### config.mk
export PLATFORM = sky130hd
export DESIGN_NAME = cfla_grid_lane
export DESIGN_NICKNAME = d
export VERILOG_FILES = /design/src/rtl/cube_face_lut_address_unit_assert.svh /design/src/rtl/cfla_pkg.sv /design/src/rtl/cfla_grid_lane.sv
export SDC_FILE = /design/constraint.sdc
export NUM_CORES = 2
export LEC_CHECK = 0
export BUFFER_PORTS_ARGS = -buffer_cell sky130_fd_sc_hd__buf_4
export CORE_MARGIN = 2
export CORE_UTILIZATION = 57
export CTS_CLUSTER_SIZE = 10
export DETAILED_ROUTE_END_ITERATION = 10
export GPL_TIMING_DRIVEN = 0
export PLACE_DENSITY = 0.8
export SYNTH_ARGS = -nofsm -noshare
export SYNTH_HDL_FRONTEND = slang
export SYNTH_SLANG_ARGS = --single-unit
### constraint.sdc
create_clock -name clk -period 24.5 [get_ports clk]
set_clock_uncertainty 0.15 [all_clocks]
set_input_delay 0 -clock clk [delete_from_list [all_inputs] [get_ports clk]]
set_output_delay 0 -clock clk [all_outputs]
set_load 0.01 [all_outputs]
### src/rtl/cube_face_lut_address_unit_assert.svh
// Assertion macros shared by the cube face address unit.
`ifndef CUBE_FACE_LUT_ADDRESS_UNIT_ASSERT_SVH
`define CUBE_FACE_LUT_ADDRESS_UNIT_ASSERT_SVH

// Same-cycle implication, sampled on clk, off while rst_n is low.
`define CFLA_ASSERT_IMP(label, ante, cons, msg) \
  label: assert property (@(posedge clk) disable iff (!rst_n) (ante) |-> (cons)) \
    else $error(msg);

// Next-cycle implication, sampled on clk, off while rst_n is low.
`define CFLA_ASSERT_NXT(label, ante, cons, msg) \
  label: assert property (@(posedge clk) disable iff (!rst_n) (ante) |=> (cons)) \
    else $error(msg);

`endif

### src/rtl/cfla_pkg.sv
// Types and constants of the cube face address unit.
`default_nettype none

package cfla_pkg;

  localparam int DIR_W      = 16;
  localparam int FACE_W     = 3;
  localparam int GRID_W     = 8;
  localparam int OFFS_W     = 21;
  localparam int SIZE_W     = 9;
  localparam int HALF_W     = 7;
  localparam int WARP_W     = 24;
  localparam int CFG_IDX_W  = 2;
  localparam int CFG_DATA_W = 24;

  // Pipeline depth: input register through output register.
  localparam int NSTG = 9;

  localparam logic [SIZE_W-1:0] MIN_LUT_SIZE = 9'd3;
  localparam logic [SIZE_W-1:0] MAX_LUT_SIZE = 9'd256;

  localparam logic signed [DIR_W-1:0] FACE_LIMIT     = 16'sd8192;
  localparam logic signed [DIR_W-1:0] NEG_FACE_LIMIT = -16'sd8192;

  localparam logic [49:0] Q32_ONE  = 50'h1_0000_0000;
  localparam logic [57:0] Q31_HALF = 58'h8000_0000;

  typedef enum logic [FACE_W-1:0] {
    FACE_POS_Z = 3'd0,
    FACE_NEG_Z = 3'd1,
    FACE_POS_X = 3'd2,
    FACE_NEG_X = 3'd3,
    FACE_POS_Y = 3'd4,
    FACE_NEG_Y = 3'd5
  } face_t;

  typedef enum logic [CFG_IDX_W-1:0] {
    CFG_LUT_SIZE    = 2'd0,
    CFG_WARP_BETA   = 2'd1,
    CFG_WARP_GAIN   = 2'd2,
    CFG_WARP_OFFSET = 2'd3
  } cfg_idx_t;

  // Warp settings as seen by one coordinate lane.
  typedef struct packed {
    logic [WARP_W-1:0] beta;
    logic [WARP_W-1:0] gain;
    logic [WARP_W-1:0] offset;
    logic [GRID_W-1:0] size_m1;
    logic [HALF_W-1:0] half;
  } warp_cfg_t;

  // Load enables of the lane's pipeline registers.
  typedef struct packed {
    logic st1;
    logic st2;
    logic st3;
    logic st4;
    logic st5;
    logic st6;
  } lane_load_t;

endpackage

`default_nettype wire

### src/rtl/cfla_grid_lane.sv
// One coordinate lane: warp, grid mapping and clamp over six register stages.
`default_nettype none

module cfla_grid_lane (
  input  logic                              clk,
  input  cfla_pkg::lane_load_t              ld,
  input  cfla_pkg::warp_cfg_t               cfg,
  input  logic signed [cfla_pkg::DIR_W-1:0] coord,
  output logic [cfla_pkg::GRID_W-1:0]       grid_idx
);
  import cfla_pkg::*;

  logic [DIR_W:0]    coord_ext;
  logic [DIR_W:0]    coord_neg;
  logic [DIR_W-1:0]  mag;
  logic [24:0]       a_nxt;
  logic              pos_nxt;

  logic [24:0]       a1_r;
  logic              pos1_r;

  logic [48:0]       prod;
  logic [32:0]       w2_r;
  logic              pos2_r;

  logic [23:0]       w_sat;
  logic [47:0]       sq_nxt;
  logic [47:0]       sq3_r;
  logic              pos3_r;

  logic [39:0]       bq;
  logic [49:0]       rp_nxt;
  logic [49:0]       rp4_r;

  logic signed [57:0] rp_ext;
  logic signed [57:0] half_ext;
  logic signed [57:0] t_prod;
  logic [57:0]       t_nxt;
  logic [57:0]       t5_r;

  logic [24:0]       idx_hi;
  logic [GRID_W-1:0] idx_nxt;
  logic [GRID_W-1:0] idx6_r;

  // Stage 1: magnitude scaled to Q.16 plus the warp offset.
  always_comb begin
    coord_ext = {coord[DIR_W-1], coord};
    coord_neg = -coord_ext;
    mag       = coord[DIR_W-1] ? coord_neg[DIR_W-1:0] : coord[DIR_W-1:0];
    a_nxt     = {7'b0, mag, 2'b00} + {1'b0, cfg.offset};
    // A zero coordinate counts as not positive.
    pos_nxt   = !coord[DIR_W-1] && (coord != '0);
  end

  always_ff @(posedge clk) begin
    if (ld.st1) begin
      a1_r   <= a_nxt;
      pos1_r <= pos_nxt;
    end
  end

  // Stage 2: gain product, kept in Q.16.
  assign prod = 49'(a1_r) * 49'(cfg.gain);

  always_ff @(posedge clk) begin
    if (ld.st2) begin
      w2_r   <= prod[48:16];
      pos2_r <= pos1_r;
    end
  end

  // Stage 3: saturate and square into Q.32.
  always_comb begin
    w_sat  = (|w2_r[32:24]) ? '1 : w2_r[23:0];
    sq_nxt = 48'(w_sat) * 48'(w_sat);
  end

  always_ff @(posedge clk) begin
    if (ld.st3) begin
      sq3_r  <= sq_nxt;
      pos3_r <= pos2_r;
    end
  end

  // Stage 4: signed warp result shifted up by one (r + 1 in Q.32).
  always_comb begin
    bq = {cfg.beta, 16'b0};
    if (pos3_r) begin
      rp_nxt = {2'b0, sq3_r} - {10'b0, bq} + Q32_ONE;
    end else begin
      rp_nxt = {10'b0, bq} - {2'b0, sq3_r} + Q32_ONE;
    end
  end

  always_ff @(posedge clk) begin
    if (ld.st4) begin
      rp4_r <= rp_nxt;
    end
  end

  // Stage 5: scale by half and take off one half grid step.
  always_comb begin
    rp_ext   = {{8{rp4_r[49]}}, rp4_r};
    half_ext = {51'b0, cfg.half};
    t_prod   = rp_ext * half_ext;
    t_nxt    = t_prod - Q31_HALF;
  end

  always_ff @(posedge clk) begin
    if (ld.st5) begin
      t5_r <= t_nxt;
    end
  end

  // Stage 6: truncate toward zero and clamp to the grid.
  always_comb begin
    idx_hi = t5_r[56:32];
    if (t5_r[57]) begin
      idx_nxt = '0;
    end else if ((|idx_hi[24:8]) || (idx_hi[7:0] > cfg.size_m1)) begin
      idx_nxt = cfg.size_m1;
    end else begin
      idx_nxt = idx_hi[7:0];
    end
  end

  always_ff @(posedge clk) begin
    if (ld.st6) begin
      idx6_r <= idx_nxt;
    end
  end

  assign grid_idx = idx6_r;

endmodule

`default_nettype wire
# ---- Word-level counts from Yosys, hierarchy flattened
# Index checks and enable logic that the tools add are counted.
dict set report word_totals {
  register_bits 225
  input_bits 110
  output_inout_bits 8
  elab_cells 30
}
dict set report classes {
  add_sub_neg 7
  n_mul 3
  order_cmp 1
  mux 4
  n_reduce_logical 6
}
# cell n
set ops {}
lappend ops {{adder 49 x 34 -> 50 bit, second input constant} 2}
lappend ops {{multiplier 50 x 8 -> 58 bit} 1}
lappend ops {{subtractor 58 x 32 -> 58 bit, second input constant} 1}
lappend ops {{two-way mux 50 bit} 1}
lappend ops {{multiplier 25 x 24 -> 49 bit} 1}
lappend ops {{subtractor 40 x 48 -> 49 bit} 1}
lappend ops {{subtractor 48 x 40 -> 49 bit} 1}
lappend ops {{multiplier 24 x 24 -> 48 bit} 1}
lappend ops {{adder 18 x 24 -> 25 bit} 1}
lappend ops {{two-way mux 24 bit} 1}
lappend ops {{OR reduction 17 bit} 1}
lappend ops {{two-way mux 16 bit} 1}
lappend ops {{negator 16 bit} 1}
lappend ops {{nonzero test 16 bit} 1}
lappend ops {{OR reduction 9 bit} 1}
lappend ops {{greater-than comparator 8 bit} 1}
lappend ops {{two-way mux 8 bit} 1}
lappend ops {{logical AND 1 bit} 1}
lappend ops {{logical NOT 1 bit} 1}
lappend ops {{logical OR 1 bit} 1}

# ---- Depth between registers and ports, before layout
dict set report logic_depth {
  depth_word 3
  mapped_depth 32
  depth_no_buf 30
}

# ---- Worst setup path before layout
# Ideal clock, no wire load.
dict set report synth_timing {
  path_type {reg-to-reg}
  startpoint {register w2_r[26]}
  endpoint {register sq3_r[46] (data pin)}
  setup_ns 0.263
  t_arrival_ns 7.488
  t_required_ns 24.087
  slack_ns 16.599
  path_stages_with_launch 32
  n_path_buf 3
  synth_period_minus_slack_ns 7.901
  cell_sequence {edfxtp_1 > nor4_1 > nand3_1 > clkbuf_1 > nor2_1 > inv_1 > clkbuf_1 > nand2_1 > inv_1 > fa_1 > inv_1 > fa_1 > fa_1 > inv_1 > fa_1 > inv_1 > fa_1 > fa_1 > fa_1 > inv_1 > ha_1 > clkbuf_1 > a21o_1 > nand3_1 > o211ai_1 > a221o_1 > a22oi_1 > a211o_1 > o31a_1 > nor2_1 > a311oi_1 > xnor2_1}
}
dict set report synth_via {
  elab_chain_cells 3
}
# item line
set synth_lines {}
lappend synth_lines {{start: declaration} cfla_grid_lane.sv:23} ;# logic [32:0] w2_r;
lappend synth_lines {{start signal: assignment} cfla_grid_lane.sv:67} ;# w2_r <= prod[48:16];
lappend synth_lines {{OR reduction 9 bit} cfla_grid_lane.sv:74} ;# w_sat = (|w2_r[32:24]) ? '1 : w2_r[23:0];
lappend synth_lines {{two-way mux 24 bit} cfla_grid_lane.sv:74}
lappend synth_lines {{multiplier 24 x 24 -> 48 bit} cfla_grid_lane.sv:75} ;# sq_nxt = 48'(w_sat) * 48'(w_sat);
lappend synth_lines {{net sq_nxt[46]} cfla_grid_lane.sv:27} ;# logic [47:0] sq_nxt;
lappend synth_lines {{end signal: assignment} cfla_grid_lane.sv:80} ;# sq3_r <= sq_nxt;
lappend synth_lines {{end: declaration} cfla_grid_lane.sv:28} ;# logic [47:0] sq3_r;
# The timed path passes the listed nets, and every way through them passes these cells.
# A chain may end at the register's enable or synchronous reset.

# ---- Worst setup path in the final report
dict set report layout_timing {
  startpoint {register w2_r[26]}
  endpoint {register sq3_r[47] (data pin)}
}
# Same word-level chain as after synthesis.

==> results.json <==
{
  "status": "finished, final reports clean",
  "rsz0062_at_grt": "no",
  "synth-seq-cells": 192,
  "ctsResizeCount": 0,
  "wire_per_inst_um": 20.4,
  "max_stage_delay_ns": 1.05,
  "min_period_ns": 10.55,
  "grt_pass1_wl_um": 254000,
  "antenna_left": 0,
  "grt_overflow": 0,
  "final_core_util": 0.613,
  "post-route-period-util": 0.431,
  "seq_area_frac_synth": 0.0998,
  "synth-main-ff-cell": "edfxtp_1",
  "grt_use_total": 0.321,
  "cp_slowest_cell": "a2111oi_1",
  "fp.dieW_um": 322,
  "cts_tree": "built",
  "gp_congestion": 1.03,
  "grt_max_degree": 51,
  "relSlewSlack": 0.144,
  "fin_hold_ws_ns": 0.0279,
  "viasPerCell": 5.64,
  "place_hpwl_um": 136000,
  "drive_gt1_frac": 0.0286,
  "setup_viol": 0,
  "first_global_vias": 47300,
  "antenna_found_initial": 4,
  "cts.sink_count": 192,
  "crit_family": "adder cells",
  "fin_nets": 8343,
  "max_cap_viol_count": 0,
  "synth_fp_nets": 8157,
  "synth-edff-count": 192,
  "crit_fanout": 10,
  "first_iter_violations": 3523,
  "cts_root_buf": "clkbuf_16",
  "finalHoldViolations": 0,
  "worstMarginPinSlew_ns": 1.25,
  "vias": 44400,
  "drv_slew": 0,
  "syn_avg_cell_area_um2": 9.15,
  "htree_num_levels": 4,
  "boundaryPins": 118,
  "async_reset_ff_frac": 0,
  "cts_setup_buffers": 0,
  "path_buf_inv": 9,
  "crit_type": "register to register",
  "die_area_um2": 104000,
  "clock.fmax_mhz": 94.8,
  "num_rows": 116,
  "mappedNetlistArea_um2": 57700,
  "crit_arrival_ns": 10.64,
  "dr.pass1.iters": 8,
  "cts_buffer_depth": 2,
  "drc": 0,
  "clkTransAtPathRegs_ns": 0.08,
  "yosysWarnings": 0,
  "die_h_um": 322,
  "cts_buffers": 17,
  "cp-start-kind": "register",
  "synth_cells": 6313,
  "synthDistinctLibCells": 90,
  "port_buffers": 95,
  "start_util": 0.576,
  "end_kind": "register",
  "hold_class": "input port to register",
  "tns_ns": 0,
  "drt-total-wl_um": 161000,
  "n_fill_cell": 8417,
  "cp.required_ns": 24.60,
  "core_area_um2": 100000,
  "worstSkewPairLatency_ns": 0.51,
  "syn_to_final_growth_pct": 6.47
}
layout make-up:
class / instances / area (um2) / area share
Multi-Input combinational cell: 4278 / 45000 / 0.732
Clock buffer: 19 / 433 / 0.00704
Clock inverter: 13 / 161 / 0.00263
Tap cell: 1357 / 1700 / 0.0276
Timing Repair Buffer: 167 / 1430 / 0.0232
Buffer: 239 / 945 / 0.0154
Inverter: 1604 / 6020 / 0.0979
Sequential cell: 192 / 5770 / 0.0938
Antenna cell: 4 / 10.0 / 0.000163
cell families after synthesis:
group                    after synthesis  synth area share
buffers and inverters               1843             0.121
adder cells (fa/ha/maj)             1734             0.533
AND/OR/NAND/NOR                     1671             0.142
AO/OA/AOI/OAI                        670            0.0739
flip-flops                           192            0.0998
XOR/XNOR                             191            0.0291
multiplexers                          12           0.00210
metrics by stage:
stage | setup WS [ns] | std cells | instance area [um2]
2_1_floorplan | 16.60 | 6313 | 57700
3_3_place_gp | 13.94 | 7765 | 60200
3_5_place_dp | 13.95 | 7766 | 60200
4_1_cts | 13.92 | 7869 | 61500
5_1_grt | 13.58 | 7869 | 61500
6_report | 13.95 | 7873 | 61500
cell usage in the layout, fill, tap and decap left out, types with 113 or more instances in the layout:
| master | instances |
|---|---|
| o21ai_0 | 113 |
| nand2_1 | 718 |
| nor2_1 | 201 |
| a21o_1 | 122 |
| and2_1 | 469 |
| a21oi_1 | 228 |
| ha_1 | 528 |
| clkbuf_1 | 214 |
| edfxtp_1 | 192 |
| xnor2_1 | 127 |
| inv_1 | 1595 |
| fa_1 | 1206 |
registers in the layout, summed over array words and instances, names as in the netlist:
register	flops
a1_r	25
grid_idx	8
pos1_r	1
pos2_r	1
pos3_r	1
rp4_r	50
sq3_r	47
t5_r	26
w2_r	33
synthesized netlist by cell type (5+ instances only):
master,instances,area share
inv_1,1595,0.10
fa_1,1206,0.42
nand2_1,718,0.047
ha_1,528,0.11
and2_1,469,0.051
a21oi_1,228,0.020
clkbuf_1,212,0.014
nor2_1,201,0.013
edfxtp_1,192,0.10
xnor2_1,127,0.019
a21o_1,122,0.016
o21ai_0,113,0.0098
xor2_1,63,0.0096
nand3_1,46,0.0040
nor3_1,44,0.0038
nand4_1,39,0.0042
a31oi_1,23,0.0025
nor2b_1,22,0.0024
a211oi_1,21,0.0027
and3_1,21,0.0023
o21a_1,21,0.0027
o31ai_1,20,0.0026
nand2b_1,19,0.0021
or2_2,18,0.0020
buf_1,17,0.0011
o211ai_1,16,0.0021
o21bai_1,16,0.0021
nor4_1,14,0.0015
or3_1,12,0.0013
a211o_1,11,0.0017
mux2i_1,11,0.0019
and4_1,10,0.0015
a21boi_0,8,0.0010
nand3b_1,8,0.0010
clkinv_1,7,0.00046
o22ai_1,7,0.00076
a2111oi_0,6,0.00091
a311oi_1,5,0.00076
o221ai_1,5,0.00076
worst reg2reg max path, delay by kind of cell (launching register included):
kind,cells,cell delay [ns]
XOR/XNOR,1,0.30
buffers and inverters,9,1.53
flip-flops,1,0.36
AO/OA/AOI/OAI,8,2.62
adder cells (fa/ha/maj),8,3.76
AND/OR/NAND/NOR,4,1.55
path summary, 6_finish.rpt:
kind | startpoint | endpoint | slack, ns | depth (start not counted)
min reg2reg | pos2_r$_DFFE_PP_ | pos3_r$_DFFE_PP_ | 0.34 | 0
min | cfg[69] | rp4_r[22]$_DFFE_PP_ | 0.03 | 5
max | w2_r[26]$_DFFE_PP_ | sq3_r[47]$_DFFE_PP_ | 13.95 | 30
max reg2reg | w2_r[26]$_DFFE_PP_ | sq3_r[47]$_DFFE_PP_ | 13.95 | 30
metal layers:
metal	vias to the layer above	GRT usage	wire, um
met3	520	0.0740	16000
met4	4	0.144	8360
met5	-	0	19
met1	22300	0.405	60600
li1	19500	-	-
met2	2178	0.529	75500
repair_timing:
item,in CTS,in global routing
hold buffers,71,0
endpoints found under the hold margin,228,0
endpoints found under the setup margin,0,0
Power is left out: the tool's default activity adds up to more than one toggle a clock period on the data nets, which glitch-free logic cannot reach.
